File: src/hdl/kbct_pkg.sv
package kbct_pkg;

  // Flag characters scanned per item (first character in the lowest byte)
  localparam int unsigned FLAG_CHARS = 8;

  localparam logic [7:0] ChrNul = 8'h00;
  localparam logic [7:0] ChrRead = 8'h52;   // 'R'
  localparam logic [7:0] ChrWrite = 8'h57;  // 'W'

  localparam logic DirRead = 1'b0;
  localparam logic DirWrite = 1'b1;

  typedef enum logic [2:0] {
    OUT_NO_DIR     = 3'd0,
    OUT_ZERO_BYTES = 3'd1,
    OUT_ACCUM      = 3'd2,
    OUT_INSERT     = 3'd3,
    OUT_DROP       = 3'd4
  } outcome_e;

  // Classification made by the front end
  typedef enum logic [1:0] {
    CLS_NO_DIR,
    CLS_ZERO_BYTES,
    CLS_LOOKUP
  } cls_e;

  typedef enum logic {
    ST_IDLE,
    ST_SCAN
  } back_state_e;

  typedef struct packed {
    logic [31:0] process_id;
    logic [31:0] device_id;
    logic [63:0] flag_chars;
    logic [31:0] byte_count;
  } in_item_t;

  typedef struct packed {
    outcome_e    outcome;
    logic        direction;
    logic [63:0] key_total;
    logic [63:0] drops_so_far;
    logic [8:0]  entries_used;
  } out_item_t;

  // Classified item, queued between front and back
  typedef struct packed {
    cls_e        kind;
    logic [31:0] process_id;
    logic [31:0] device_id;
    logic        direction;
    logic [31:0] byte_count;
  } work_t;

  // One table entry as stored in RAM
  typedef struct packed {
    logic [31:0] process_id;
    logic [31:0] device_id;
    logic        direction;
    logic [63:0] bytes;
  } entry_t;

  localparam int unsigned EntryW = $bits(entry_t);

  // Queue status toward the front end
  typedef struct packed {
    logic full;
    logic empty;
  } q_status_t;

endpackage

File: src/hdl/kbct_queue.sv
module kbct_queue (
  input  logic                clk_i,
  input  logic                rst_ni,
  input  logic                push_i,
  input  kbct_pkg::work_t     push_data_i,
  input  logic                pop_i,
  output kbct_pkg::work_t     head_o,
  output kbct_pkg::q_status_t status_o
);

  kbct_pkg::work_t slot_q [2];
  logic       wr_ptr_q, wr_ptr_d;
  logic       rd_ptr_q, rd_ptr_d;
  logic [1:0] cnt_q, cnt_d;
  logic       do_push;
  logic       do_pop;

  assign do_push = push_i && (cnt_q != 2'd2);
  assign do_pop = pop_i && (cnt_q != 2'd0);

  always_comb begin
    wr_ptr_d = do_push ? ~wr_ptr_q : wr_ptr_q;
    rd_ptr_d = do_pop ? ~rd_ptr_q : rd_ptr_q;
    cnt_d = cnt_q + {1'b0, do_push} - {1'b0, do_pop};
  end

  always_ff @(posedge clk_i or negedge rst_ni) begin
    if (!rst_ni) begin
      wr_ptr_q <= 1'b0;
      rd_ptr_q <= 1'b0;
      cnt_q <= '0;
    end else begin
      wr_ptr_q <= wr_ptr_d;
      rd_ptr_q <= rd_ptr_d;
      cnt_q <= cnt_d;
    end
  end

  always_ff @(posedge clk_i) begin
    if (do_push) begin
      slot_q[wr_ptr_q] <= push_data_i;
    end
  end

  assign head_o = slot_q[rd_ptr_q];
  assign status_o.full = (cnt_q == 2'd2);
  assign status_o.empty = (cnt_q == 2'd0);

endmodule

File: config.mk
export PLATFORM = sky130hd
export DESIGN_NAME = kbct_queue
export DESIGN_NICKNAME = d
export VERILOG_FILES = /design/src/hdl/kbct_pkg.sv /design/src/hdl/kbct_queue.sv
export SDC_FILE = /design/constraint.sdc
export NUM_CORES = 1
export LEC_CHECK = 0
export ABC_AREA = 1
export BUFFER_PORTS_ARGS = -buffer_cell sky130_fd_sc_hd__buf_2
export CORE_UTILIZATION = 40
export DETAILED_ROUTE_END_ITERATION = 10
export GPL_ROUTABILITY_DRIVEN = 0
export PLACE_DENSITY_LB_ADDON = 0.1
export SLEW_MARGIN = 20
export SYNTH_ARGS = -nofsm -noshare
export SYNTH_HDL_FRONTEND = slang
export SYNTH_SLANG_ARGS = --single-unit
File: constraint.sdc
create_clock -name clk_i -period 5.1 [get_ports clk_i]
set_input_delay 0.51 -clock clk_i [delete_from_list [all_inputs] [get_ports clk_i]]
set_output_delay 0.51 -clock clk_i [all_outputs]
set_load 0.02 [all_outputs]
# Word level (Yosys, flattened, before mapping)
# Memories as Yosys holds them, arrays and structs flattened.
# Index checks and enable logic that the tools add are counted.
# classes
addsub	2
eq_ne	2
muxes	2
n_bitwise	2
reduce_logical	4
# ops
operator	n
$add 2x1->2	1
$eq 2x2->1 const B	1
$logic_and 1x1->1	2
$logic_not 2->1	1
$mux 1	2
$ne 2x2->1 const B	1
$not 1->1	2
$reduce_bool 2->1	1
$sub 2x1->2	1
# totals
ff_bits	4
mem_bits_rw	198
input_bits	103
wordCells	16
n_memories	1
# mem_list
memory	depth	width	rd	rd_ports_with_merged_regs	write_ports	line	text
slot_q	2	99	1	0	1	kbct_queue.sv:11	kbct_pkg::work_t slot_q [2];

# Depth between registers and ports, before layout
# logic_depth
word_depth	4
depth_mapped	10
ltp_nobuf	10

# Worst setup path before layout
# Ideal clock, no wire load.
# synth_timing
kind	input -> register
start	input push_i
end	memory slot_q[1][0] (netlist name), enable pin
t_arrival_ns	4.715
required_ns	4.543
path_slack_ns	-0.172
cell_stages	2
path_buffers	0
cell_sequence	nand2_1 -> nor2_1
# synth_via
elab_chain_cells	3
# synth_lines
item	line	text
start: declaration	kbct_queue.sv:4	input logic push_i,
$logic_and 1x1->1	kbct_queue.sv:18	assign do_push = push_i && (cnt_q != 2'd2);
$mux 1	kbct_queue.sv:40	if (do_push) begin
$mux 1 (not written as such)	kbct_queue.sv:41	slot_q[wr_ptr_q] <= push_data_i;
end: declaration	kbct_queue.sv:11	
# Every way passes these cells.

==> load_flow_metrics.sql <==
INSERT INTO impl_metrics (metric_group, metric, value, unit) VALUES
('clocking', 'cts_htree_levels', '1', ''),
('die', 'fp.dieH', '139', 'um'),
('power', 'power_per_cell_area', '627', 'nW/um2'),
('synthesis', 'synth-compound-area-share', '0', ''),
('synthesis', 'yosysWarnings', '0', ''),
('synthesis', 'synthesis.instances', '550', ''),
('sta', 'report.final.hold_viol_count', '0', ''),
('clocking', 'cts_made_buffers', '22', ''),
('synthesis', 'netlist_top_cells_area', 'sky130_fd_sc_hd__edfxtp_1 80%, sky130_fd_sc_hd__nand2_1 16%, sky130_fd_sc_hd__buf_6 1.5%, sky130_fd_sc_hd__dfrtp_1 1.3%, sky130_fd_sc_hd__buf_2 0.67%', ''),
('layout', 'layout-drive-gt1-share', '0.311', ''),
('worst_setup_path', 'worst-setup-path-type', 'reg -> out', ''),
('power', 'ir_worst_vdd', '0.355', 'mV'),
('worst_setup_path', 'worstRegToRegCells', '5', ''),
('route', 'post_detailed_route_count_of_antenna_violating_nets', '0', ''),
('status', 'run_status', 'finished, violations left', ''),
('layout', 'multi_input_comb_area', '1210', 'um2'),
('worst_setup_path', 'critPathMaxFanout', '67', ''),
('worst_setup_path', 'path_depth', '5', ''),
('placement', 'portBuffers', '203', ''),
('global_routing', 'number_of_global_route_vias_before_repair', '4587', ''),
('status', 'failing_checks', 'DRC', ''),
('layout', 'finish.instance_area', '9360', 'um2'),
('clocking', 'cts-resized-gates', '0', ''),
('worst_setup_path', 'worstSetupStartpointType', 'register', ''),
('worst_setup_path', 'path_buf_inv', '3', ''),
('worst_setup_path', 'cpPeakStageDelay', '0.93', 'ns'),
('synthesis', 'synth_simple_gate_area_frac', '0.158', ''),
('layout', 'filler_cell_count', '1625', ''),
('sta', 'min_period', '3.61', 'ns'),
('clocking', 'holdBufCountCts', '1', ''),
('layout', 'area.sequential', '6050', 'um2'),
('sta', 'layout_worst_path_cycle_share', '0.707', ''),
('clocking', 'clk_slew_on_worst_s_h_paths', '0.06', 'ns'),
('sta', 'timing.clock.skew', '0.00968', 'ns'),
('synthesis', 'synth_top_family_by_area', 'simple AND/OR/NAND/NOR gates', ''),
('clocking', 'clock_sinks', '202', ''),
('synthesis', 'syn_area_per_cell', '13.6', 'um2'),
('job', 'maxcap_viol_count', '0', ''),
('route', 'route.detailed.drc', '30', ''),
('worst_setup_path', 'worstSetupEndpointType', 'primary output', ''),
('worst_setup_path', 'crit_path_top_delay_cell', 'sky130_fd_sc_hd__clkinv_2', ''),
('sta', 'timing.slew.headroom', '0.321', ''),
('min_path', 'worst_min_delay_path_category', 'in -> reg', ''),
('worst_setup_path', 'crit_path_cell_trace', 'clkinv_2 -> buf_4 -> nand2_1 -> nand2_1 -> buf_2', ''),
('sta', 'worst_margin_pin_slew', '1.02', 'ns'),
('route', 'vias_per_cell', '4.58', ''),
('sta', 'max_freq', '277', 'MHz'),
('worst_setup_path', 'timing.critical_path.arrival', '3.10', 'ns'),
('route', 'routedWlPerCell', '15.5', 'um'),
('synthesis', 'fraction_of_synthesized_cell_area_taken_by_the_top_area_cell_type', '0.797', ''),
('min_path', 'worstHoldPathCells', '1', ''),
('clocking', 'clockBufferDepth', '3', ''),
('synthesis', 'cell_taking_the_most_area_after_synthesis', 'sky130_fd_sc_hd__edfxtp_1', ''),
('placement', 'placed_cell_area', '8650', 'um2'),
('die', 'floorplan.rows', '49', ''),
('synthesis', 'ys_seq_area_frac', '0.810', ''),
('worst_setup_path', 'cp_data_required_time', '4.59', 'ns'),
('die', 'floorplan.die_area', '19200', 'um2'),
('layout', 'syn_to_final_growth', '25.4', '%'),
('synthesis', 'synth_seq_cells', '202', ''),
('global_routing', 'grt_overflow', '0', ''),
('placement', 'place.detailed.hpwl', '9690', 'um'),
('route', 'detail_route.first_pass.iterations', '10', ''),
('die', 'core_area', '18100', 'um2'),
('global_routing', 'antenna_found_initial', '2', ''),
('synthesis', 'synthDistinctLibCells', '11', ''),
('synthesis', 'synth_area', '7460', 'um2'),
('clocking', 'clkLatencyLatePin', '0.49', 'ns'),
('clocking', 'post-cts-setup-buffer-count', '0', ''),
('sta', 'timing.final.max_slew_violations', '0', ''),
('clocking', 'cts.root.buffer_cell', 'sky130_fd_sc_hd__clkbuf_16', '');
-- final cells by class --
type	count	share of cell area
antenna	2	0.000535
clock buffer	31	0.0647
clock inverter	9	0.00989
inverter	11	0.00481
multi-input combinational	316	0.130
sequential	202	0.646
tap	229	0.0306
timing repair buffer	209	0.114
-- worst register-to-register path, delay by kind of cell, from the launching register on --
kind / cells / cell delay [ns]
buf+inv: 2 / 1.28
flops: 1 / 0.39
simple gates: 3 / 0.34
-- per-stage QoR --
stage	hold WS [ns]	worst slack, ns	cells	total power [uW]	util
floorplan	0.214	1.49	550	3770	-
finish	0.207	1.49	1009	5870	0.516
detailed placement	0.329	1.92	966	4430	0.477
CTS	0.184	1.37	1007	5970	0.516
global route	0.185	1.20	1008	6210	0.516
global placement	0.329	1.93	966	4410	0.477
-- cells in the mapped netlist --
master	number
sky130_fd_sc_hd__buf_4	1
sky130_fd_sc_hd__buf_2	10
sky130_fd_sc_hd__buf_6	10
sky130_fd_sc_hd__nand3_1	3
sky130_fd_sc_hd__nand2_1	310
sky130_fd_sc_hd__nor2_1	1
sky130_fd_sc_hd__inv_1	10
sky130_fd_sc_hd__dfrtp_1	4
sky130_fd_sc_hd__edfxtp_1	198
sky130_fd_sc_hd__ha_1	2
sky130_fd_sc_hd__inv_2	1
-- per-layer routing --
layer | routed length, um | vias up | global-route usage | part of all wire
li1 | - | 2281 | - | -
met1 | 6590 | 2161 | 0.206 | 0.42
met2 | 7350 | 155 | 0.263 | 0.47
met3 | 1310 | 25 | 0.0525 | 0.084
met4 | 364 | 0 | 0.0485 | 0.023
met5 | 0 | - | 0 | 0
-- power breakdown --
part / total, uW / leakage [uW] / internal [uW] / switching, uW
logic: 1940 / 0.00184 / 530 / 1410
clock network: 1520 / 0.000344 / 927 / 594
registers: 2410 / 0.00189 / 2270 / 135
total: 5870 / 0.00407 / 3730 / 2140
-- kinds of logic (layout without fill, tap and decap cells) --
family	count (synthesis)	in the layout
and+or+nand+nor	314	314
DFF	202	202
buffers and inverters	32	260
adders and majority gates	2	2
other	0	2
-- worst paths after layout --
path / from / slack (ns) / to
worst max-delay path: rd_ptr_q / 1.49 / head_o[13]
worst min-delay path: push_data_i[98] / 0.21 / slot_q[0][98]
worst max register to register: cnt_q[1] / 2.69 / slot_q[1][28]
worst min register to register: wr_ptr_q / 0.49 / wr_ptr_q
max in group asynchronous: rst_ni / 4.58 / rd_ptr_q
min in group asynchronous: rst_ni / 0.37 / wr_ptr_q
-- registers in the layout, summed over array words and instances (netlist names) --
| register | cells |
|---|---|
| rd_ptr_q | 1 |
| cnt_q | 2 |
| wr_ptr_q | 1 |
| slot_q | 198 |
-- cells in the final DEF (no fill, tap or decap) --
cell type / instances
sky130_fd_sc_hd__dlygate4sd3_1: 1
sky130_fd_sc_hd__clkinv_2: 6
sky130_fd_sc_hd__edfxtp_1: 198
sky130_fd_sc_hd__dfrtp_4: 1
sky130_fd_sc_hd__clkinv_1: 2
sky130_fd_sc_hd__nor2_4: 1
sky130_fd_sc_hd__clkbuf_1: 8
sky130_fd_sc_hd__ha_1: 2
sky130_fd_sc_hd__buf_4: 5
sky130_fd_sc_hd__diode_2: 2
sky130_fd_sc_hd__buf_2: 203
sky130_fd_sc_hd__clkbuf_16: 23
sky130_fd_sc_hd__inv_1: 9
sky130_fd_sc_hd__nand2_1: 310
sky130_fd_sc_hd__inv_4: 1
sky130_fd_sc_hd__dfrtp_1: 3
sky130_fd_sc_hd__bufinv_16: 2
sky130_fd_sc_hd__nand3_1: 3
(Power assumes the default switching activity.)
