`config.mk`:
```
export PLATFORM = sky130hd
export DESIGN_NAME = kbct_front
export DESIGN_NICKNAME = d
export VERILOG_FILES = /design/src/hdl/kbct_pkg.sv /design/src/hdl/kbct_front.sv
export SDC_FILE = /design/constraint.sdc
export NUM_CORES = 1
export LEC_CHECK = 0
export BUFFER_PORTS_ARGS = -buffer_cell sky130_fd_sc_hd__clkbuf_2
export CORE_AREA = 5 5 100 102
export DETAILED_ROUTE_END_ITERATION = 16
export DIE_AREA = 0 0 105 107
export GPL_TIMING_DRIVEN = 1
export PLACE_DENSITY_LB_ADDON = 0.05
export SETUP_SLACK_MARGIN = 0.3
export SLEW_MARGIN = 25
export SYNTH_ARGS = -nofsm -noshare
export SYNTH_HDL_FRONTEND = slang
export SYNTH_SLANG_ARGS = --single-unit
```
`constraint.sdc`:
```
create_clock -name vclk -period 2.5
set_input_delay 0.5 -clock vclk [all_inputs]
set_output_delay 0.5 -clock vclk [all_outputs]
set_load 0.01 [all_outputs]
```
`src/hdl/kbct_pkg.sv`:
```
package kbct_pkg;

  // Flag characters scanned per item (first character in the lowest byte)
  localparam int unsigned FLAG_CHARS = 8;

  localparam logic [7:0] ChrNul = 8'h00;
  localparam logic [7:0] ChrRead = 8'h52;   // 'R'
  localparam logic [7:0] ChrWrite = 8'h57;  // 'W'

  localparam logic DirRead = 1'b0;
  localparam logic DirWrite = 1'b1;

  typedef enum logic [2:0] {
    OUT_NO_DIR     = 3'd0,
    OUT_ZERO_BYTES = 3'd1,
    OUT_ACCUM      = 3'd2,
    OUT_INSERT     = 3'd3,
    OUT_DROP       = 3'd4
  } outcome_e;

  // Classification made by the front end
  typedef enum logic [1:0] {
    CLS_NO_DIR,
    CLS_ZERO_BYTES,
    CLS_LOOKUP
  } cls_e;

  typedef enum logic {
    ST_IDLE,
    ST_SCAN
  } back_state_e;

  typedef struct packed {
    logic [31:0] process_id;
    logic [31:0] device_id;
    logic [63:0] flag_chars;
    logic [31:0] byte_count;
  } in_item_t;

  typedef struct packed {
    outcome_e    outcome;
    logic        direction;
    logic [63:0] key_total;
    logic [63:0] drops_so_far;
    logic [8:0]  entries_used;
  } out_item_t;

  // Classified item, queued between front and back
  typedef struct packed {
    cls_e        kind;
    logic [31:0] process_id;
    logic [31:0] device_id;
    logic        direction;
    logic [31:0] byte_count;
  } work_t;

  // One table entry as stored in RAM
  typedef struct packed {
    logic [31:0] process_id;
    logic [31:0] device_id;
    logic        direction;
    logic [63:0] bytes;
  } entry_t;

  localparam int unsigned EntryW = $bits(entry_t);

  // Queue status toward the front end
  typedef struct packed {
    logic full;
    logic empty;
  } q_status_t;

endpackage

```
`src/hdl/kbct_front.sv`:
```
module kbct_front (
  input  logic                start,
  input  kbct_pkg::in_item_t  item_i,
  input  kbct_pkg::q_status_t q_status_i,
  output logic                busy,
  output logic                push_o,
  output kbct_pkg::work_t     work_o
);

  logic       found;
  logic       stop;
  logic       dir;
  logic [7:0] chr;

  // Scan up to the first NUL; first 'W' or 'R' wins
  always_comb begin
    found = 1'b0;
    stop = 1'b0;
    dir = kbct_pkg::DirRead;
    chr = '0;
    for (int i = 0; i < kbct_pkg::FLAG_CHARS; i++) begin
      chr = item_i.flag_chars[8*i +: 8];
      if (!stop) begin
        if (chr == kbct_pkg::ChrNul) begin
          stop = 1'b1;
        end else if (chr == kbct_pkg::ChrWrite) begin
          found = 1'b1;
          dir = kbct_pkg::DirWrite;
          stop = 1'b1;
        end else if (chr == kbct_pkg::ChrRead) begin
          found = 1'b1;
          dir = kbct_pkg::DirRead;
          stop = 1'b1;
        end
      end
    end
  end

  always_comb begin
    work_o.process_id = item_i.process_id;
    work_o.device_id = item_i.device_id;
    work_o.byte_count = item_i.byte_count;
    work_o.direction = found ? dir : kbct_pkg::DirRead;
    priority if (!found) begin
      work_o.kind = kbct_pkg::CLS_NO_DIR;
    end else if (item_i.byte_count == '0) begin
      work_o.kind = kbct_pkg::CLS_ZERO_BYTES;
    end else begin
      work_o.kind = kbct_pkg::CLS_LOOKUP;
    end
  end

  assign busy = q_status_i.full;
  assign push_o = start && !q_status_i.full;

endmodule

```
Word level (Yosys, flattened, before mapping)
Index checks and enable logic that the tools add are counted.
{ "totals": {"regBits": 0, "latchBits": 0, "ram_bits": 0, "rom_bits": 0, "in_bits": 163, "memories": 0} }
{ "classes": {"addsub": 0, "mul": 0, "div": 0, "magnitude_cmp": 0, "eq_ne": 16, "shifts": 0, "muxes": 89, "bitwise_logic": 0, "reduce_logical": 11} }
{ "op_table": {"columns": ["cell", "count"], "rows": [
  ["8-bit by 7-bit equality test with 1-bit output (second input constant)", 16],
  ["1-bit 2-to-1 mux", 87],
  ["8-bit logical NOT", 8],
  ["32-bit logical NOT", 1],
  ["2-bit 2-to-1 mux", 2],
  ["1-bit logical AND", 1],
  ["1-bit logical NOT", 1]
]} }

Logic depth before layout (Yosys ltp)
Gate-level depths: netlist of run 1.
{ "depth": {"ltp_word": 33, "mapped_depth": 6, "mapped_depth_nobuf": 6} }

Least setup slack after synthesis of run 1
No wires, ideal clock.
{ "synth_path": {"path_type": "input port to output port", "from": "input item_i[33] (netlist name)", "to": "output work_o[97] (netlist name)", "arrival_ns": 1.906, "setup_slack_ns": 0.094, "cell_stages": 6, "n_path_buf": 0, "cell_sequence": "or4_4 -> or3_1 -> nor4bb_1 -> and4_4 -> a22oi_2 -> nor3_1"} }
{ "synth_rtl": {"columns": ["item", "line_no", "source"], "rows": [
  ["start: declaration", "kbct_front.sv:3", "input kbct_pkg::in_item_t item_i,"],
  ["end: declaration", "kbct_front.sv:7", "output kbct_pkg::work_t work_o"]
]} }

==> impl_metrics.py, run 1 <==
metrics = {
    "cells_and_area": {
        "regArea_um2": 0,
        "nets": 416,
        "area_delta_synth_final_pct": 15.26,
        "clockBufferCount": 0,
        "drive_above_1_share_pct": 62.15,
        "design.seq.count": 0,
        "antennaDiodeCount": 0,
    },
    "timing": {
        "finalHoldViolations": 0,
        "fmax_ghz": 0.3678,
        "layout_setup_ws_ns": -0.2187,
        "rsz0062_at_grt": "yes",
        "slew_headroom_pct": 73.77,
        "holdWs_ns": 1.000,
        "setup_violations": 3,
        "max_slew.worst_pin.slew_ns": 0.3898,
        "min_period_ns": 2.719,
        "slew_violations": 0,
        "fin_crit_sh_pct": 108.7,
    },
    "setup_path": {
        "crit_fanout": 2,
        "worstPathArrival_ns": 2.22,
        "path_class": "in -> out",
        "crit_path_start_kind": "input port",
        "worstPathRequired_ns": 2.00,
        "end_kind": "output port",
        "crit_path_start": "item_i[33]",
    },
    "floorplan": {
        "core_um2": 9021,
        "die_h_um": 107,
        "initial_core_util_pct": 14.81,
        "dieArea_um2": 11240,
        "io_pins": 264,
        "fp-row-count": 35,
        "die_x_um": 105,
    },
    "yosys": {
        "syn_nets": 361,
        "netlist_area_um2": 1336,
        "yosys_warnings": 0,
        "synth-seq-area-share_pct": 0,
        "synthCells": 198,
        "avgSynthCellArea_um2": 6.749,
        "yosysUniqueCellTypes": 31,
    },
    "route": {
        "drt_first_pass_iters": 4,
        "via_per_inst": 3.939,
        "ant_nets": 0,
        "wl_mm": 4.669,
        "wl_per_cell_um": 12.90,
        "drc": 0,
        "vias": 1426,
        "drt_iter0_markers": 38,
    },
    "power": {
        "power.density_nw_per_um2": 123.9,
        "power_frac_comb_pct": 100.0,
        "switchingPower_uw": 87.01,
        "pwr-share-clk_pct": 0,
        "pwr-share-seq_pct": 0,
        "internal_power_uw": 103.8,
        "cellLeakagePower_nw": 0.8212,
        "finalPower_uw": 190.9,
        "switching_share_pct": 45.59,
        "peakVddDrop_v": 0.00002197,
    },
    "placement": {
        "hpwlAfterDp_mm": 4.499,
        "gp_congestion": 0.7087,
        "portBuffers": 135,
    },
    "cts": {
        "post-cts-setup-buffer-count": 0,
        "cts_hold_buf": 0,
    },
    "global_routing": {
        "antenna_found_initial": 0,
        "grt_first_pass_wirelength_mm": 6.589,
        "first_global_vias": 1430,
        "grt_start_max_net_pins": 5,
        "grt-ovfl-total": 0,
        "grt_util_all_layers_pct": 6.895,
    },
    "outcome": {
        "violations": "setup timing",
        "status": "finished with violations",
    },
    "flow_run": {
        "maxCapViolations": 0,
    },
    "hold_path": {
        "hold_path.class": "in -> out",
        "min_from": "item_i[98]",
    },
}
-- cell usage after synthesis (2+ instances only) --
cell type	number	share of area [%]
buf_4	97	54
nor3_1	15	5.6
nor2_1	11	3.1
nand3_1	8	3.0
nor4_1	8	3.7
and3_1	6	2.8
nand4_1	6	2.8
o21ai_0	6	2.2
nand2_1	4	1.1
xnor2_1	4	2.6
xor2_1	4	2.6
inv_1	3	0.84
a21oi_1	2	0.75
a31oi_1	2	0.94
and2_1	2	0.94
and4_1	2	1.3
o211ai_1	2	1.1
o22ai_1	2	0.94
or3_1	2	0.94
-- cell usage in the layout (no fill, tap or decap), types with 2 or more instances in the layout --
cell type / count
clkbuf_2: 135
nor3_1: 15
buf_4: 15
nor2_1: 11
nor4_1: 8
nand3_1: 8
nand4_1: 6
and3_1: 6
o21ai_0: 6
xnor2_1: 4
xor2_1: 4
nand2_1: 4
inv_1: 3
a31oi_1: 2
and2_1: 2
a21oi_1: 2
o211ai_1: 2
o22ai_1: 2
and4_1: 2
-- stage by stage --
stage	cell area, um2	TNS, ns	setup WS (ns)	cells	util, %
6_report	1540	-0.5925	-0.2187	362	17.07
5_1_grt	1540	-0.8515	-0.3060	362	17.07
4_1_cts	1535	-0.6757	-0.2563	362	17.02
3_5_place_dp	1535	-0.6577	-0.2566	362	17.02
3_3_place_gp	1535	-0.6440	-0.2489	362	17.02
2_1_floorplan	1336	0	0.09370	198	-
-- power groups by stage --
| stage | Combinational [mW] | Clock (mW) | Sequential [mW] |
|---|---|---|---|
| global placement | 0.195 | 0 | 0 |
| global route | 0.213 | 0 | 0 |
| detailed placement | 0.194 | 0 | 0 |
| finish | 0.191 | 0 | 0 |
| floorplan | 0.197 | 0 | 0 |
| CTS | 0.195 | 0 | 0 |
-- logic make-up after synthesis --
group	share of synthesized area (%)
AO/OA/AOI/OAI	9.457
XOR/XNOR	5.243
AND/OR/NAND/NOR	29.96
buffers and inverters	55.34
-- per-layer routing --
layer  part of all wire (%)  track usage, %
met1                     31           6.421
met2                     51           13.53
met3                     13           1.806
met4                    5.2           3.653
met5                      0               0
-- critical path, stage by stage --
cell and delay [ns]:
clkbuf_2 0.09, or4_4 0.53, or3_4 0.37, nor4bb_1 0.15, and4_4 0.15, a22oi_2 0.20, nor3_1 0.08, clkbuf_2 0.13
-- path summary, 6_finish.rpt --
check / depth (start not counted) / slack [ns] / endpoint
worst max-delay path: 8 / -0.22 / work_o[97]
worst min-delay path: 0 / 1.00 / work_o[35]
-- what timing repair did --
item,in CTS,in global routing
endpoints found under the setup margin,3,3
resized for setup,0,1
pin swaps,1,0
-- cell type report --
cell class / count / area [um2]
Fill cell: 1060 / 7481
Inverter: 3 / 11.26
Multi-Input combinational cell: 98 / 601.8
Tap cell: 111 / 138.9
Timing Repair Buffer: 150 / 788.3
Power figures use the tool's default switching activity.
==> run 2: changes to the inputs <==
--- a/config.mk
+++ b/config.mk
@@ -16,3 +16,4 @@
 export SYNTH_ARGS = -nofsm -noshare
 export SYNTH_HDL_FRONTEND = slang
 export SYNTH_SLANG_ARGS = --single-unit
+export TNS_END_PERCENT = 10
==> impl_metrics.py, run 2 (synthesized netlist as in run 1, its figures left out) <==
metrics = {
    "outcome": {
        "status": "finished with violations",
        "violations": "setup timing",
    },
    "floorplan": {
        "initial_core_util_pct": 14.81,
        "die_x_um": 105,
        "io_pins": 264,
        "die_h_um": 107,
        "dieArea_um2": 11240,
        "core_um2": 9021,
        "fp-row-count": 35,
    },
    "timing": {
        "setup_violations": 3,
        "finalHoldViolations": 0,
        "fmax_ghz": 0.3682,
        "rsz0062_at_grt": "yes",
        "fin_setup_tns_ns": -0.6100,
        "slew_violations": 0,
        "min_period_ns": 2.716,
        "max_slew.worst_pin.slew_ns": 0.3897,
        "layout_setup_ws_ns": -0.2158,
        "slew_headroom_pct": 73.78,
        "fin_crit_sh_pct": 108.6,
    },
    "route": {
        "wl_per_cell_um": 13.00,
        "ant_nets": 0,
        "drt_first_pass_iters": 4,
        "drt_iter0_markers": 21,
        "vias": 1430,
        "via_per_inst": 3.950,
        "wl_mm": 4.706,
        "drc": 0,
    },
    "power": {
        "cellLeakagePower_nw": 0.8226,
        "peakVddDrop_v": 0.00002249,
        "power.density_nw_per_um2": 123.8,
    },
    "cells_and_area": {
        "regArea_um2": 0,
        "final_cell_mix": "clkbuf_2, nor3_1, buf_4",
        "antennaDiodeCount": 0,
        "fill_cells": 1080,
        "multiInputGateArea_um2": 601.8,
        "area_delta_synth_final_pct": 15.26,
        "fin_area_um2": 1540,
        "nets": 416,
        "drive_above_1_share_pct": 62.15,
        "final_common_cell": "clkbuf_2",
        "clockBufferCount": 0,
        "design.seq.count": 0,
    },
    "setup_path": {
        "crit_fanout": 2,
        "end_kind": "output port",
        "worstPathRequired_ns": 2.00,
        "crit_path_start": "item_i[33]",
        "crit_path_start_kind": "input port",
        "path_class": "in -> out",
        "worstPathArrival_ns": 2.22,
    },
    "placement": {
        "hpwlAfterDp_mm": 4.527,
        "placed_cell_area_um2": 1535,
        "portBuffers": 135,
        "gp_congestion": 0.7095,
    },
    "global_routing": {
        "grt-ovfl-total": 0,
        "grt_start_max_net_pins": 5,
        "grt_util_all_layers_pct": 7.084,
        "antenna_found_initial": 0,
        "first_global_vias": 1450,
        "grt_first_pass_wirelength_mm": 6.775,
    },
    "cts": {
        "cts-resized-gates": 1,
        "cts_hold_buf": 0,
        "post-cts-setup-buffer-count": 0,
    },
    "flow_run": {
        "maxCapViolations": 0,
    },
    "hold_path": {
        "min_from": "item_i[98]",
        "hold_path.class": "in -> out",
    },
}
[run 2: cell counts in the layout (fill, tap and decap cells not counted)]
Identical to the previous run, type by type.
[run 2: layout make-up]
type                            count  share of cell area (%)
Inverter                            3                  0.7311
Multi-Input combinational cell     98                   39.07
Tap cell                          111                   9.017
Timing Repair Buffer              150                   51.18
[run 2: where the power goes]
part	leakage, nW	internal [mW]	total [mW]	switching (mW)
clock network	0	0	0	0
registers	0	0	0	0
logic	0.823	0.104	0.191	0.0869
[run 2: routing by layer]
layer  share of wire [%]  global-route usage, %  routed length, um  vias up
met5                   0                      0                  0        -
met1                  30                  6.566               1407      590
li1                    -                      -                  -      707
met2                  51                  13.85               2405       97
met4                 5.3                  3.653                248        0
met3                  14                  2.047                645       36
[run 2: worst max-delay path, stage by stage]
cell and delay [ns]:
clkbuf_2 0.09, or4_4 0.53, or3_4 0.38, nor4bb_1 0.16
and4_4 0.15, a22oi_2 0.20, nor3_1 0.08, clkbuf_2 0.13
[run 2: metrics by stage]
step                      power, mW  hold WS (ns)  worst slack, ns  instances  utilization (%)
after floorplan              0.1971         1.046          0.09370        198                -
after global placement       0.1954         1.000          -0.2493        362            17.02
after detailed placement     0.1944         1.000          -0.2639        362            17.02
after CTS                    0.1953         1.000          -0.2637        362            17.07
after global routing         0.2126         1.000          -0.3118        362            17.07
final                        0.1907         1.000          -0.2158        362            17.07
[run 2: worst paths after layout]
kind	cells past startpoint	slack, ns	endpoint
max	8	-0.22	work_o[97]
min	0	1.00	work_o[35]
==> run 3: changes to the inputs <==
==> constraint.sdc (replaced) <==
create_clock -name vclk -period 2.5
set_input_delay 0.125 -clock vclk [all_inputs]
set_output_delay 0.125 -clock vclk [all_outputs]
set_load 0.01 [all_outputs]
==> impl_metrics.py, run 3 (synthesized netlist as in run 1, its figures left out) <==
metrics = {
    "outcome": {
        "status": "finished clean",
    },
    "route": {
        "ant_nets": 0,
        "vias": 1374,
        "via_per_inst": 3.948,
        "wl_mm": 4.421,
        "drt_iter0_markers": 30,
        "drc": 0,
        "wl_per_cell_um": 12.70,
        "drt_first_pass_iters": 3,
    },
    "cells_and_area": {
        "multiInputGateArea_um2": 596.8,
        "drive_above_1_share_pct": 59.49,
        "fill_cells": 1066,
        "regArea_um2": 0,
        "clockBufferCount": 0,
        "final_common_cell": "clkbuf_2",
        "antennaDiodeCount": 0,
        "final_cell_mix": "clkbuf_2, nor3_1, nor2_1",
        "design.seq.count": 0,
        "area_delta_synth_final_pct": 7.022,
        "fin_area_um2": 1430,
        "nets": 402,
    },
    "timing": {
        "layout_setup_ws_ns": 0.4913,
        "fmax_ghz": 0.4978,
        "setup_violations": 0,
        "max_slew.worst_pin.slew_ns": 0.4244,
        "rsz0062_at_grt": "no",
        "min_period_ns": 2.009,
        "slew_headroom_pct": 71.49,
        "slew_violations": 0,
        "fin_setup_tns_ns": 0,
        "finalHoldViolations": 0,
        "fin_crit_sh_pct": 80.35,
    },
    "flow_run": {
        "maxCapViolations": 0,
    },
    "setup_path": {
        "crit_top_cell": "clkbuf_2",
        "end_kind": "output port",
        "crit_path_max_incr_delay_ns": 0.52,
        "path_cells": "clkbuf_2 > or4_4 > or3_1 > nor4bb_1 > and4_4 > a22oi_2 > nor2_1 > clkbuf_2",
        "path_class": "in -> out",
        "crit_fanout": 4,
        "worstPathArrival_ns": 1.88,
        "crit_path_start_kind": "input port",
        "crit_path_top_delay_cell": "or4_4",
        "worstPathRequired_ns": 2.38,
    },
    "floorplan": {
        "fp-row-count": 35,
        "io_pins": 264,
        "initial_core_util_pct": 14.81,
        "die_x_um": 105,
        "core_um2": 9021,
        "dieArea_um2": 11240,
        "die_h_um": 107,
    },
    "power": {
        "peakVddDrop_v": 0.00002646,
        "cellLeakagePower_nw": 0.7539,
        "power.density_nw_per_um2": 126.3,
        "finalPower_uw": 180.6,
    },
    "global_routing": {
        "antenna_found_initial": 0,
        "first_global_vias": 1384,
        "grt_util_all_layers_pct": 6.544,
        "grt_start_max_net_pins": 5,
        "grt_first_pass_wirelength_mm": 6.265,
        "grt-ovfl-total": 0,
    },
    "hold_path": {
        "hold_end": "work_o[39]",
        "hold_path.class": "in -> out",
        "whs_path_depth": 0,
        "min_from": "item_i[102]",
    },
    "placement": {
        "gp_congestion": 0.6739,
        "dpl_worst_slack_ns": 0.4717,
        "portBuffers": 135,
        "placed_cell_area_um2": 1430,
        "hpwlAfterDp_mm": 4.266,
    },
    "cts": {
        "cts_hold_buf": 0,
        "post-cts-setup-buffer-count": 0,
        "cts-resized-gates": 0,
    },
}
-- run 3: worst max path at each step --
stage | cells past startpoint | start | to | slack (ns)
after floorplan | 6 | item_i[33] | work_o[97] | 0.84
after global placement | 8 | item_i[34] | work_o[98] | 0.49
after detailed placement | 8 | item_i[34] | work_o[98] | 0.47
after CTS | 8 | item_i[34] | work_o[98] | 0.47
after global routing | 8 | item_i[34] | work_o[98] | 0.39
final | 8 | item_i[34] | work_o[98] | 0.49
-- run 3: per-stage QoR --
step	utilization [%]	hold WS, ns	cells
finish	15.85	0.2500	348
global placement	15.85	0.2501	348
floorplan	-	0.2964	198
detailed placement	15.85	0.2501	348
CTS	15.85	0.2501	348
global route	15.85	0.2500	348
-- run 3: final cells by class --
cell class	count	share of cell area (%)
inverter	3	0.7874
multi-input combinational	98	41.73
tap	111	9.711
timing repair buffer	136	47.77
-- run 3: critical path: cells and delay by family --
kind,cells,cell delay [ns]
buffers and inverters,2,0.26
AND/OR/NAND/NOR,5,1.29
AO/OA/AOI/OAI,1,0.21
-- run 3: metal layers --
metal	track usage [%]	share of wire (%)	vias up
li1	-	-	680
met1	5.808	29	575
met2	13.49	53	99
met3	2.047	14	20
met4	2.374	3.6	0
met5	0	0	-
-- run 3: where the power goes --
| group | leakage, nW | total [mW] | switching [mW] | internal [mW] |
|---|---|---|---|---|
| registers | 0 | 0 | 0 | 0 |
| logic | 0.754 | 0.181 | 0.0847 | 0.0959 |
| clock network | 0 | 0 | 0 | 0 |
| total | 0.754 | 0.181 | 0.0847 | 0.0959 |
